$ cat src/ndiv_pkg.sv
// ----------------------------------------------------------------------------
// ndiv_pkg
// Shared types and constants of the non-restoring divider core.
// ----------------------------------------------------------------------------
package ndiv_pkg;

  localparam int unsigned DefaultWidth = 16;
  localparam int unsigned DataW        = 16;
  localparam int unsigned TdataW       = 2 * DataW;

  typedef struct packed {
    logic load;
    logic shift;
    logic add_en;
    logic sub;
  } ctrl_t;

  typedef enum logic [2:0] {
    S_IDLE = 3'b001,
    S_RUN  = 3'b010,
    S_FIX  = 3'b100
  } state_e;

endpackage

$ cat src/ndiv_cell.sv
// ----------------------------------------------------------------------------
// ndiv_cell
// One bit slice of the divider: a bit of the partial remainder, of the
// quotient and of the divisor, with a full adder on the carry chain.
// ----------------------------------------------------------------------------
module ndiv_cell
  import ndiv_pkg::*;
(
  input  logic  clk_i,
  input  logic  rst_ni,
  input  ctrl_t ctrl_i,
  input  logic  load_q_i,
  input  logic  load_m_i,
  input  logic  a_prev_i,
  input  logic  q_prev_i,
  input  logic  carry_i,
  output logic  carry_o,
  output logic  a_o,
  output logic  q_o,
  output logic  res_o
);

  logic a_q, a_d;
  logic q_q, q_d;
  logic m_q, m_d;
  logic a_src, b_op, sum;

  assign a_src   = ctrl_i.shift ? a_prev_i : a_q;
  assign b_op    = m_q ^ ctrl_i.sub;
  assign sum     = a_src ^ b_op ^ carry_i;
  assign carry_o = (a_src & b_op) | (a_src & carry_i) | (b_op & carry_i);

  always_comb begin
    a_d = a_q;
    q_d = q_q;
    m_d = m_q;
    if (ctrl_i.load) begin
      a_d = 1'b0;
      q_d = load_q_i;
      m_d = load_m_i;
    end else begin
      if (ctrl_i.add_en) begin
        a_d = sum;
      end
      if (ctrl_i.shift) begin
        q_d = q_prev_i;
      end
    end
  end

  always_ff @(posedge clk_i or negedge rst_ni) begin
    if (!rst_ni) begin
      a_q <= 1'b0;
      q_q <= 1'b0;
      m_q <= 1'b0;
    end else begin
      a_q <= a_d;
      q_q <= q_d;
      m_q <= m_d;
    end
  end

  assign a_o   = a_q;
  assign q_o   = q_q;
  assign res_o = ctrl_i.add_en ? sum : a_q;

endmodule

$ cat src/nonrestoring_divider_core.sv
// ----------------------------------------------------------------------------
// nonrestoring_divider_core
// Unsigned non-restoring divider built from a row of bit-slice cells.
// ----------------------------------------------------------------------------
// Usage:
//   Slave stream s_axis carries one request per transfer: tdata holds the
//   dividend in the low half and the divisor in the high half. Master stream
//   m_axis returns quotient (low half) and remainder (high half).
//   A request is taken when tvalid and tready are both high.
//   A taken request runs through the shift/add-subtract steps of the cell
//   row (state S_RUN), then a correction step (state S_FIX) that loads
//   the result into the output register. The row holds one division at a
//   time: a new request is taken only while idle or in the correction
//   step of the previous one. The carry chain across the row sets the
//   cycle time.
//   A finished result sits in the output register. While the receiver
//   stalls with that register full, the next division runs to its
//   correction step and waits there; tready stays low meanwhile.
//   A zero divisor returns an all-ones quotient and the dividend as
//   remainder. Reset empties the output register and idles the row.
// ----------------------------------------------------------------------------
module nonrestoring_divider_core
  import ndiv_pkg::*;
#(
  parameter int unsigned WIDTH = DefaultWidth
) (
  input  logic              clk_i,
  input  logic              rst_ni,
  input  logic              s_axis_tvalid_i,
  output logic              s_axis_tready_o,
  input  logic [TdataW-1:0] s_axis_tdata_i,  // dividend_in[15:0], divisor_in[31:16]
  output logic              m_axis_tvalid_o,
  input  logic              m_axis_tready_i,
  output logic [TdataW-1:0] m_axis_tdata_o   // quotient_out[15:0], remainder_out[31:16]
);

  localparam int unsigned CntW = $clog2(WIDTH);

  state_e            state_q, state_d;
  logic [CntW-1:0]   count_q, count_d;
  logic              sign_q, sign_d;
  logic              out_valid_q, out_valid_d;
  logic [DataW-1:0]  quot_q, quot_d;
  logic [DataW-1:0]  rem_q, rem_d;

  ctrl_t             ctrl;
  logic              accept, slot_free, fix_go;
  logic [WIDTH-1:0]  a_bit, q_bit, res_bit;
  logic [WIDTH:0]    carry;
  logic              sign_src, new_sign;

  logic [WIDTH+DataW-1:0] divd_ext, divs_ext, quot_ext, rem_ext;

  assign divd_ext = {{WIDTH{1'b0}}, s_axis_tdata_i[DataW-1:0]};
  assign divs_ext = {{WIDTH{1'b0}}, s_axis_tdata_i[TdataW-1:DataW]};
  assign quot_ext = {{DataW{1'b0}}, q_bit};
  assign rem_ext  = {{DataW{1'b0}}, res_bit};

  assign slot_free       = !out_valid_q || m_axis_tready_i;
  assign fix_go          = (state_q == S_FIX) && slot_free;
  assign s_axis_tready_o = (state_q == S_IDLE) || fix_go;
  assign accept          = s_axis_tvalid_i && s_axis_tready_o;

  always_comb begin
    ctrl        = '0;
    ctrl.load   = accept;
    case (state_q)
      S_RUN: begin
        ctrl.shift  = 1'b1;
        ctrl.add_en = 1'b1;
        ctrl.sub    = !sign_q;
      end
      S_FIX: begin
        ctrl.add_en = fix_go && sign_q;
      end
      default: ;
    endcase
  end

  assign carry[0] = ctrl.sub;

  for (genvar i = 0; i < WIDTH; i++) begin : g_cell
    logic a_prev, q_prev;
    if (i == 0) begin : g_first
      assign a_prev = q_bit[WIDTH-1];
      assign q_prev = !new_sign;
    end else begin : g_rest
      assign a_prev = a_bit[i-1];
      assign q_prev = q_bit[i-1];
    end
    ndiv_cell u_cell (
      .clk_i    (clk_i),
      .rst_ni   (rst_ni),
      .ctrl_i   (ctrl),
      .load_q_i (divd_ext[i]),
      .load_m_i (divs_ext[i]),
      .a_prev_i (a_prev),
      .q_prev_i (q_prev),
      .carry_i  (carry[i]),
      .carry_o  (carry[i+1]),
      .a_o      (a_bit[i]),
      .q_o      (q_bit[i]),
      .res_o    (res_bit[i])
    );
  end

  assign sign_src = ctrl.shift ? a_bit[WIDTH-1] : sign_q;
  assign new_sign = sign_src ^ ctrl.sub ^ carry[WIDTH];

  always_comb begin
    state_d     = state_q;
    count_d     = count_q;
    sign_d      = sign_q;
    out_valid_d = out_valid_q;
    quot_d      = quot_q;
    rem_d       = rem_q;

    if (m_axis_tready_i) begin
      out_valid_d = 1'b0;
    end

    if (ctrl.add_en) begin
      sign_d = new_sign;
    end

    case (state_q)
      S_RUN: begin
        if (count_q == CntW'(WIDTH - 1)) begin
          count_d = '0;
          state_d = S_FIX;
        end else begin
          count_d = CntW'(count_q + 1'b1);
        end
      end
      S_FIX: begin
        if (fix_go) begin
          out_valid_d = 1'b1;
          quot_d      = quot_ext[DataW-1:0];
          rem_d       = rem_ext[DataW-1:0];
          state_d     = S_IDLE;
        end
      end
      default: ;
    endcase

    if (accept) begin
      sign_d  = 1'b0;
      count_d = '0;
      state_d = S_RUN;
    end
  end

  always_ff @(posedge clk_i or negedge rst_ni) begin
    if (!rst_ni) begin
      state_q     <= S_IDLE;
      count_q     <= '0;
      sign_q      <= 1'b0;
      out_valid_q <= 1'b0;
    end else begin
      state_q     <= state_d;
      count_q     <= count_d;
      sign_q      <= sign_d;
      out_valid_q <= out_valid_d;
    end
  end

  always_ff @(posedge clk_i) begin
    quot_q <= quot_d;
    rem_q  <= rem_d;
  end

  assign m_axis_tvalid_o = out_valid_q;
  assign m_axis_tdata_o  = {rem_q, quot_q};

endmodule

$ cat config.mk
export PLATFORM = sky130hd
export DESIGN_NAME = nonrestoring_divider_core
export DESIGN_NICKNAME = d
export VERILOG_FILES = /design/src/ndiv_pkg.sv /design/src/ndiv_cell.sv /design/src/nonrestoring_divider_core.sv
export SDC_FILE = /design/constraint.sdc
export NUM_CORES = 1
export LEC_CHECK = 0
export BUFFER_PORTS_ARGS = -buffer_cell sky130_fd_sc_hd__buf_2
export CELL_PAD_IN_SITES_DETAIL_PLACEMENT = 0
export CELL_PAD_IN_SITES_GLOBAL_PLACEMENT = 1
export CORE_ASPECT_RATIO = 1.1
export CORE_MARGIN = 2
export CORE_UTILIZATION = 45
export CTS_CLUSTER_SIZE = 12
export DETAILED_ROUTE_END_ITERATION = 6
export HOLD_SLACK_MARGIN = 0.06
export PLACE_DENSITY_LB_ADDON = 0.08
export SLEW_MARGIN = 20
export SYNTH_ARGS = -nofsm -noshare
export SYNTH_HDL_FRONTEND = slang
export SYNTH_HIERARCHICAL = 1
export SYNTH_SLANG_ARGS = --single-unit
$ cat constraint.sdc
create_clock -name clk_i -period 13 [get_ports clk_i]
set_clock_uncertainty 0.2 [all_clocks]
set_input_delay 2.6 -clock clk_i [delete_from_list [all_inputs] [get_ports clk_i]]
set_output_delay 2.6 -clock clk_i [all_outputs]
set_load 0.02 [all_outputs]
==> results of run 1 <==
[worst max-delay path: cells and delay by family, from the launching register on]
kind | cells | cell delay (ps)
muxes | 1 | 230
and+or+nand+nor | 2 | 680
adders and majority gates | 16 | 6440
AOI/OAI and AO/OA | 2 | 200
buffers and inverters | 34 | 2300
DFF | 1 | 450
[state kept, by name (all words and copies together), names as in the netlist]
name               cells
sign_q                 1
g_cell.u_cell/q_o     16
rem_q                 16
quot_q                16
state_q                3
count_q                4
m_axis_tvalid_o        1
g_cell.u_cell/m_q     16
g_cell.u_cell/a_o     16
[worst paths after layout]
path | cells past startpoint | from | endpoint
max in group asynchronous | 2 | rst_ni | g_cell[7].u_cell/q_o
worst min-delay path | 0 | g_cell[11].u_cell/q_o | quot_q[11]
min in group asynchronous | 2 | rst_ni | g_cell[10].u_cell/m_q
worst min register to register | 0 | g_cell[11].u_cell/q_o | quot_q[11]
worst max-delay path | 55 | state_q[2] | sign_q
worst max register to register | 55 | state_q[2] | sign_q
[per-layer routing]
metal | track usage (%) | wire length [microns] | part of all wire, %
met1 | 22.1 | 3660 | 46
met2 | 26.1 | 3820 | 48
met3 | 3.65 | 309 | 3.9
met4 | 6.25 | 120 | 1.5
met5 | 0 | 0 | 0
[final cells by class]
type | instances | area share (%)
flip-flops and latches | 89 | 46.9
multi-input cells | 218 | 35.7
repair buffers | 74 | 7.51
clock buffers | 14 | 3.39
well taps | 117 | 2.87
inverters | 34 | 2.50
clock inverters | 2 | 1.18
[cells by family after synthesis]
family	synth area share (%)
xor+xnor	3.85
simple gates	8.42
mux	13.2
fa+ha+maj	7.69
buf+inv	3.21
compound gates	8.42
flops	55.2
[layout by cell type (no fill, tap or decap), types with 6 or more instances in the layout]
| cell type | count |
|---|---|
| a211oi_2 | 9 |
| o21ai_1 | 16 |
| nand2_1 | 37 |
| edfxtp_1 | 32 |
| nor2_1 | 11 |
| o21ai_0 | 6 |
| clkbuf_8 | 12 |
| a21oi_1 | 16 |
| nand2b_1 | 20 |
| inv_1 | 33 |
| mux2i_1 | 33 |
| xnor2_1 | 17 |
| fa_1 | 16 |
| mux2_4 | 16 |
| dfrtp_1 | 56 |
| buf_2 | 69 |
[power groups by stage]
stage	clock network, mW	logic [mW]	registers, mW
final	0.218	0.0443	0.306
after global routing	0.235	0.0516	0.308
after CTS	0.223	0.0455	0.306
after global placement	0	0.0442	0.312
after floorplan	0	0.0307	0.310
after detailed placement	0	0.0453	0.312
[through the flow]
step / power [mW] / cells
after floorplan: 0.341 / 342
after global placement: 0.356 / 532
after detailed placement: 0.358 / 532
after CTS: 0.575 / 548
after global routing: 0.594 / 548
final: 0.569 / 548
==> summary.md, run 1 <==
| Metric | Value |
|---|---|
| Die W | `97.5 microns` |
| CTS Buf Count | `9` |
| Top cells by area, synth | `dfrtp_1 (32%), edfxtp_1 (22%), mux2i_1 (7.6%)` |
| DR pass1 iterations | `4` |
| Ys flop type | `dfrtp_1` |
| Layout cells sized above 1 | `27.8%` |
| Final instance area | `0.00510 sq mm` |
| Htree depth | `3` |
| I/O Buffers | `69` |
| Per-cell routed wire length | `14.4 microns` |
| Post-route DRC | `0` |
| Remaining antenna violation count | `0` |
| Nets | `479` |
| Gr ovfl total | `0` |
| Flop2flop setup slack | `roughly 2300 ps` |
| Internal power | `0.446 mW` |
| Sequential area share after synthesis | `a little under three fifths` |
| Register bit total from synthesis | `89` |
| RSZ-0062 raised after global routing | `false` |
| Worst EP required | `13010 ps` |
| Mapped Nets | `395` |
| IO Pins | `70` |
| Vias after detailed routing | `2710` |
| Worst setup SP type | `flop` |
| Setup bufs post-CTS | `0` |
| Post-Route WL | `7.91 mm` |
| Dpl hpwl | `5.06 mm` |
| Max VDD drop | `0.0604 mV` |
| CP endpoint kind | `flop` |
| Multi-input combinational cell area | `0.00182 sq mm` |
| Final slew viol count | `0` |
| Worst-Margin Slew | `between 900 and 1000 ps` |
| CTS tree | `built` |
| Row count | `37` |
| Overall Global Routing Usage | `16.4%` |
| Final hold slack | `roughly 280 ps` |
| Hold Crit Class | `reg -> reg` |
| Tmin final | `10650 ps` |
| Initial antenna violation count | `0` |
| Fin. Hold Viols | `0` |
| Fin worst setup slack | `2350 ps` |
| Die area | `approximately 0.010 sq mm` |
| Max Cap Viol | `0` |
| Clk root buf | `clkbuf_8` |
| CORE AREA | `between 0.009 and 0.01 sq mm` |
| Initial core utilization | `46.3%` |
| Die H | `107 microns` |
| Critical Path Fanout Max | `17` |
| Post-Synthesis Cells | `342` |
| Mapped cell area | `0.00433 sq mm` |
| EDFF count, synth | `32` |
| # diodes | `0` |
| Fin crit share | `between 80% and 90%` |
| PostCTS Resize Cnt | `0` |
| First-pass GRT wire length | `approximately 13 mm` |
| Yosys top cell area share | `32.4%` |
| Storage element area | `about 0.0024 sq mm` |
| Status | `finished, final reports clean` |
| Vias in the first global route | `2672` |
| Sw frac | `21.6%` |
| Drt first-iter violations | `108` |
| # fillers | `851` |
| Pin count of the biggest net entering global routing | `71` |
| Vias/cell | `just under 5` |
| CTS max path bufs | `2` |
| Sequential share of power | `53.8%` |
| Sw Pwr | `0.123 mW` |
| Post-CTS Hold Fix Bufs | `0` |
| Worst stage delay on the critical path | `550 ps` |
| Setup TNS | `0 ps` |
| Clk slew on worst S/H paths | `80 ps` |
| Placed Area | `0.00486 sq mm` |
| Most frequent CP cell | `inv_1` |
| Max Clk Rate | `0.0939 GHz` |
| Pre-CTS setup slack | `2320 ps` |
| Top-count cell post-synth | `dfrtp_1` |
| Skew-Pair Late Insertion Delay | `around 360 ps` |
| Layout area overhead | `17.8%` |
| Critical path class | `reg -> reg` |
| YS warnings | `6` |
| Post-synth top area cell | `dfrtp_1` |
| Synthesized area per cell | `12.6 sq um` |
| PwrDens | `112 mW/mm^2` |
| Setup Viol. Count Final | `0` |
| Async SR Flop Fraction | `64.0%` |
| Post-synth top cells | `dfrtp_1 (56), nand2_1 (37), inv_1 (34)` |
| Clk network pwr share | `38.4%` |
| Clock sink count | `89` |
| Placer Congestion | `about 0.73` |
| CP max-delay cell | `or3b_1` |
| Worst path arrival time | `10660 ps` |
| Comb pwr share | `7.8%` |
| Slew margin rel. | `33.5%` |
| Lkg Pwr | `2.11 nW` |
| Core Util, Final | `between 50% and 60%` |
| Number of library cell types mapped by synthesis | `29` |
(Power assumes the default switching activity.)
==> run 2: changes to the inputs <==
==> constraint.sdc (replaced) <==
create_clock -name clk_i -period 10 [get_ports clk_i]
set_clock_uncertainty 0.2 [all_clocks]
set_input_delay 2 -clock clk_i [delete_from_list [all_inputs] [get_ports clk_i]]
set_output_delay 2 -clock clk_i [all_outputs]
set_load 0.02 [all_outputs]
==> run 2 against run 1 <==
Effect of this change: via count increased by 2.2%; fmax increased by 12%; design area increased by 2.2%; non-clock buffer count increased by 9; register-to-register slack got worse by 1800 ps; largest cell class unchanged.
==> summary.md, run 2 (synthesized netlist as in run 1, its figures left out) <==
| Metric | Value |
|---|---|
| Status | `finished, final reports clean` |
| Gr ovfl total | `0 (unchanged)` |
| Pin count of the biggest net entering global routing | `71 (unchanged)` |
| Nets | `488 (+1.9%)` |
| Dpl hpwl | `5.03 mm (-0.49%)` |
| DR pass1 iterations | `4 (unchanged)` |
| Total power | `0.698 mW (+23%)` |
| Slew margin rel. | `38.5% (+5.0 points)` |
| Remaining antenna violation count | `0 (unchanged)` |
| Die W | `97.5 microns (unchanged)` |
| # diodes | `0 (unchanged)` |
| Max Clk Rate | `0.105 GHz (+12%)` |
| I/O Buffers | `69 (unchanged)` |
| IO Pins | `70 (unchanged)` |
| CTS tree | `built` |
| Row count | `37 (unchanged)` |
| Die H | `107 microns (unchanged)` |
| CORE AREA | `0.00935 sq mm (unchanged)` |
| Clock sink count | `89 (unchanged)` |
| Fin crit share | `94.8% (+13 points)` |
| PwrDens | `134 mW/mm^2 (+20%)` |
| Commonest cells after routing, fill and taps aside | `buf_2 (69), dfrtp_1 (54), nand2_1 (37)` |
| Final std cells w/o fill | `557 (+1.6%)` |
| Setup Viol. Count Final | `0 (unchanged)` |
| Initial core utilization | `46.3% (unchanged)` |
| Overall Global Routing Usage | `16.5% (+0.11 points)` |
| CP endpoint kind | `flop` |
| Final hold slack | `278 ps (-1.29 ps)` |
| Dpl cells | `534 (+0.38%)` |
| Commonest non-fill, non-tap cell in the layout | `buf_2` |
| Tmin final | `9480 ps (-1170 ps)` |
| Max VDD drop | `0.0558 mV (-7.6%)` |
| Layout area overhead | `20.4%` |
| Worst-Margin Slew | `923 ps (-72.9 ps)` |
| Critical path class | `reg -> reg` |
| Initial antenna violation count | `0 (unchanged)` |
| Worst path arrival time | `9490 ps (-1170 ps)` |
| Max Cap Viol | `0 (unchanged)` |
| Post-CTS Hold Fix Bufs | `0 (unchanged)` |
| Clk slew on worst S/H paths | `90 ps (about the same)` |
| Placer Congestion | `0.722 (-1.5%)` |
| CTS max path bufs | `2 (unchanged)` |
| Worst EP required | `10010 ps (-3000 ps)` |
| CP max-delay cell | `dfrtp_2` |
| Most frequent CP cell | `inv_1` |
| Die area | `0.0104 sq mm (unchanged)` |
| Worst setup SP type | `flop` |
| Drt first-iter violations | `107 (-0.93%)` |
| Layout cells sized above 1 | `36.1% (+8.3 points)` |
| Hold Crit Class | `reg -> reg` |
| Fin. Hold Viols | `0 (unchanged)` |
| Worst stage delay on the critical path | `440 ps (-110 ps)` |
| Critical Path Fanout Max | `5 (-12)` |
| Htree depth | `3 (unchanged)` |
| Pre-CTS setup slack | `410 ps (-1910 ps)` |
| Skew-Pair Late Insertion Delay | `360 ps (about the same)` |
| Flop2flop setup slack | `520 ps (-1830 ps)` |
| Post-route DRC | `0 (unchanged)` |
| Clk root buf | `clkbuf_8` |
| First-pass GRT wire length | `13.6 mm (+1.1%)` |
| Vias in the first global route | `2751 (+3.0%)` |
| Fin worst setup slack | `519 ps (-1830 ps)` |
| Lkg Pwr | `2.12 nW (+0.53%)` |
| Vias after detailed routing | `2770 (+2.2%)` |
| Post-Route WL | `8.08 mm (+2.2%)` |
| Vias/cell | `4.97 (+0.56%)` |
| Per-cell routed wire length | `14.5 microns (+0.55%)` |
| CTS Buf Count | `9 (unchanged)` |
| Final slew viol count | `0 (unchanged)` |
run 2: routing by layer:
layer	routed length [microns]	up-vias	global-route usage, %
li1	-	1354	-
met1	3810	1364	22.6
met2	3900	40	25.6
met3	223	12	2.93
met4	150	0	7.74
met5	0	-	0
run 2: per-stage QoR:
step	utilization (%)	area [sq um]	TNS (ps)
floorplan	-	4370	0
global placement	52.6	4920	0
detailed placement	52.6	4920	0
CTS	54.5	5100	0
global route	55.7	5210	-48.0
finish	55.7	5210	0
run 2: cell type report:
class,count,area (sq um)
flip-flops and latches,89,2390
multi-input cells,218,1880
inverters,34,134
well taps,117,146
repair buffers,83,478
fillers,818,4140
clock buffers,12,135
clock inverters,4,45.0
run 2: worst max-delay path: cells and delay by family, from the launching register on:
family                   cells  cell delay [ps]
AND/OR/NAND/NOR              2              590
buffers and inverters       33             1790
AO/OA/AOI/OAI                2              190
multiplexers                 1              240
flip-flops                   1              440
adder cells (fa/ha/maj)     16             5800
XOR/XNOR                     1              100
run 2: timing repair:
item | in CTS | in global routing
endpoints found under the setup margin | 0 | 3
buffers inserted | 0 | 6
gates resized for setup | 0 | 12
run 2: where the power goes:
group / switching (mW) / internal [mW] / leakage [nW] / total [mW]
sequential: 0.00922 / 0.389 / 0.959 / 0.398
combinational: 0.0300 / 0.0312 / 1.07 / 0.0612
clock: 0.124 / 0.115 / 0.0941 / 0.238
total: 0.163 / 0.535 / 2.12 / 0.698
run 2: path summary, 6_finish.rpt:
check                                      startpoint                    to  depth (start not counted)
max in group asynchronous                      rst_ni            state_q[1]                          2
worst min register to register  g_cell[12].u_cell/q_o            quot_q[12]                          0
worst max-delay path                       state_q[2]                sign_q                         55
worst max register to register             state_q[2]                sign_q                         55
worst min-delay path            g_cell[12].u_cell/q_o            quot_q[12]                          0
min in group asynchronous                      rst_ni  g_cell[8].u_cell/a_o                          2
==> run 3: changes to the inputs <==
--- a/config.mk
+++ b/config.mk
@@ -6,6 +6,7 @@
 export NUM_CORES = 1
 export LEC_CHECK = 0
 export BUFFER_PORTS_ARGS = -buffer_cell sky130_fd_sc_hd__buf_2
+export CAP_MARGIN = 40
 export CELL_PAD_IN_SITES_DETAIL_PLACEMENT = 0
 export CELL_PAD_IN_SITES_GLOBAL_PLACEMENT = 1
 export CORE_ASPECT_RATIO = 1.1
==> constraint.sdc (replaced) <==
create_clock -name clk_i -period 10 [get_ports clk_i]
set_clock_uncertainty 0.2 [all_clocks]
set_input_delay 0.5 -clock clk_i [delete_from_list [all_inputs] [get_ports clk_i]]
set_output_delay 0.5 -clock clk_i [all_outputs]
set_load 0.02 [all_outputs]
==> run 3 against run 2 <==
Effect of this change: sequential share of layout area down 0.56 points; fmax up 0.69%; highest routed layer unchanged; sequential cell count unchanged; clock power down 8%; final cell count up 0.72%; first-iteration DRC count down 4.7%; critical path type unchanged; largest power group unchanged; total power down 2.6%; design area up 1.2%.
==> summary.md, run 3 (synthesized netlist as in run 1, its figures left out) <==
| Metric | Value |
|---|---|
| Status | `finished, final reports clean` |
| Row count | `37 (unchanged)` |
| CORE AREA | `0.00935 sq mm (unchanged)` |
| Fin. Hold Viols | `0 (unchanged)` |
| Die W | `97.5 microns (unchanged)` |
| PwrDens | `129 mW/mm^2 (-3.7%)` |
| First-pass GRT wire length | `13.7 mm (+1.0%)` |
| CTS Buf Count | `9 (unchanged)` |
| Per-cell routed wire length | `14.5 microns (-0.28%)` |
| Worst path arrival time | `9490 ps (about the same)` |
| Max Cap Viol | `0 (unchanged)` |
| FF-to-FF End | `g_cell[0].u_cell/q_o` |
| # diodes | `0 (unchanged)` |
| Post-Route WL | `8.12 mm (+0.43%)` |
| Most frequent CP cell | `inv_1` |
| Gr ovfl total | `0 (unchanged)` |
| Initial antenna violation count | `0 (unchanged)` |
| Worst stage delay on the critical path | `440 ps (about the same)` |
| Layout area overhead | `21.9%` |
| Worst Hold End | `g_cell[9].u_cell/q_o` |
| Post-route DRC | `0 (unchanged)` |
| Flop2flop setup slack | `580 ps (+60 ps)` |
| Worst Hold Depth | `3 (+3)` |
| IO Pins | `70 (unchanged)` |
| HP Start | `s_axis_tdata_i[9]` |
| Nets | `492 (+0.82%)` |
| Vias/cell | `4.96 (-0.18%)` |
| Htree depth | `3 (unchanged)` |
| Worst setup SP type | `flop` |
| Overall Global Routing Usage | `16.5% (about the same)` |
| Remaining antenna violation count | `0 (unchanged)` |
| Commonest non-fill, non-tap cell in the layout | `buf_2` |
| Layout cells sized above 1 | `36.5% (+0.35 points)` |
| Dpl hpwl | `5.22 mm (+3.8%)` |
| Max Clk Rate | `0.106 GHz (+0.69%)` |
| Critical Path Fanout Max | `7 (+2)` |
| Die H | `107 microns (unchanged)` |
| Skew-Pair Late Insertion Delay | `350 ps (about the same)` |
| Clk slew on worst S/H paths | `90 ps (about the same)` |
| Critical path class | `reg -> reg` |
| CTS tree | `built` |
| RR Startpoint | `state_q[2]` |
| Setup TNS | `0 ps (unchanged)` |
| DR pass1 iterations | `4 (unchanged)` |
| CP max-delay cell | `dfrtp_2` |
| Drt first-iter violations | `102 (-4.7%)` |
| Clk root buf | `clkbuf_8` |
| Worst-Margin Slew | `574 ps (-349 ps)` |
| Slew margin rel. | `61.8% (+23 points)` |
| Core Util, Final | `56.4% (+0.68 points)` |
| Clock sink count | `89 (unchanged)` |
| Tmin final | `9420 ps (-64.5 ps)` |
| Fin crit share | `94.2% (-0.64 points)` |
| Lkg Pwr | `2.16 nW (+1.8%)` |
| Commonest cells after routing, fill and taps aside | `buf_2 (69), dfrtp_1 (54), nand2_1 (37)` |
| Vias after detailed routing | `2785 (+0.54%)` |
| CTS max path bufs | `2 (unchanged)` |
| Initial core utilization | `46.3% (unchanged)` |
| Placer Congestion | `0.722 (unchanged)` |
| I/O Buffers | `69 (unchanged)` |
| Final slew viol count | `0 (unchanged)` |
| Pin count of the biggest net entering global routing | `58 (-18%)` |
| Worst EP required | `10080 ps (+70 ps)` |
| Max VDD drop | `0.0707 mV (+27%)` |
| CP endpoint kind | `flop` |
| Setup Viol. Count Final | `0 (unchanged)` |
| Hold Crit Class | `in -> reg` |
| Reg2Reg Depth | `55 (unchanged)` |
| Vias in the first global route | `2768 (+0.62%)` |
| Die area | `0.0104 sq mm (unchanged)` |
run 3: final cells by class:
cell class | count | area, sq um
Clock buffer | 9 | 124
Clock inverter | 7 | 46.3
Fill cell | 806 | 4080
Inverter | 34 | 134
Multi-Input combinational cell | 218 | 1880
Sequential cell | 89 | 2390
Tap cell | 117 | 146
Timing Repair Buffer | 87 | 556
run 3: critical path, delay by kind of cell (launching register included):
family	cells	cell delay, ps
fa+ha+maj	16	5770
buf+inv	32	1720
simple gates	2	580
flops	1	440
xor+xnor	3	360
compound gates	1	150
mux	1	100
run 3: through the flow:
stage | cells | power, mW | hold WS [ps] | setup WS (ps) | area, sq um
finish | 561 | 0.680 | 155 | 584 | 5270
global route | 561 | 0.716 | 146 | -1.88 | 5270
CTS | 552 | 0.687 | 117 | 375 | 5140
detailed placement | 536 | 0.467 | 260 | 411 | 4970
global placement | 534 | 0.465 | 260 | 487 | 4920
floorplan | 342 | 0.445 | 4.41 | 5.99 | 4370
run 3: how the worst max path moves through the flow:
| stage | to | start | cells after the start | slack [ps] |
|---|---|---|---|---|
| final | g_cell[0].u_cell/q_o | state_q[2] | 55 | 580 |
| after global routing | g_cell[0].u_cell/q_o | state_q[2] | 55 | -2 |
| after CTS | g_cell[0].u_cell/q_o | state_q[2] | 55 | 380 |
| after floorplan | sign_q | state_q[0] | 55 | 6 |
| after detailed placement | g_cell[0].u_cell/q_o | state_q[2] | 55 | 410 |
| after global placement | g_cell[0].u_cell/q_o | state_q[2] | 55 | 490 |
run 3: routing by layer:
layer | GRT usage (%) | routed length, microns | vias to the layer above
li1 | - | - | 1365
met1 | 22.7 | 3760 | 1381
met2 | 26.2 | 4060 | 37
met3 | 4.17 | 261 | 2
met4 | 4.76 | 38 | 0
met5 | 0 | 0 | -
run 3: where the power goes:
| part | switching, mW | leakage, nW | internal [mW] |
|---|---|---|---|
| Sequential | 0.00922 | 0.959 | 0.389 |
| Combinational | 0.0303 | 1.12 | 0.0325 |
| Clock | 0.129 | 0.0830 | 0.0899 |
| Total | 0.169 | 2.16 | 0.511 |
run 3: repair_timing:
item	CTS	global route
endpoints found under the hold margin	0	11
buffers inserted	0	7
hold buffers	0	1
gates resized for setup	0	11
setup endpoints to repair	0	3
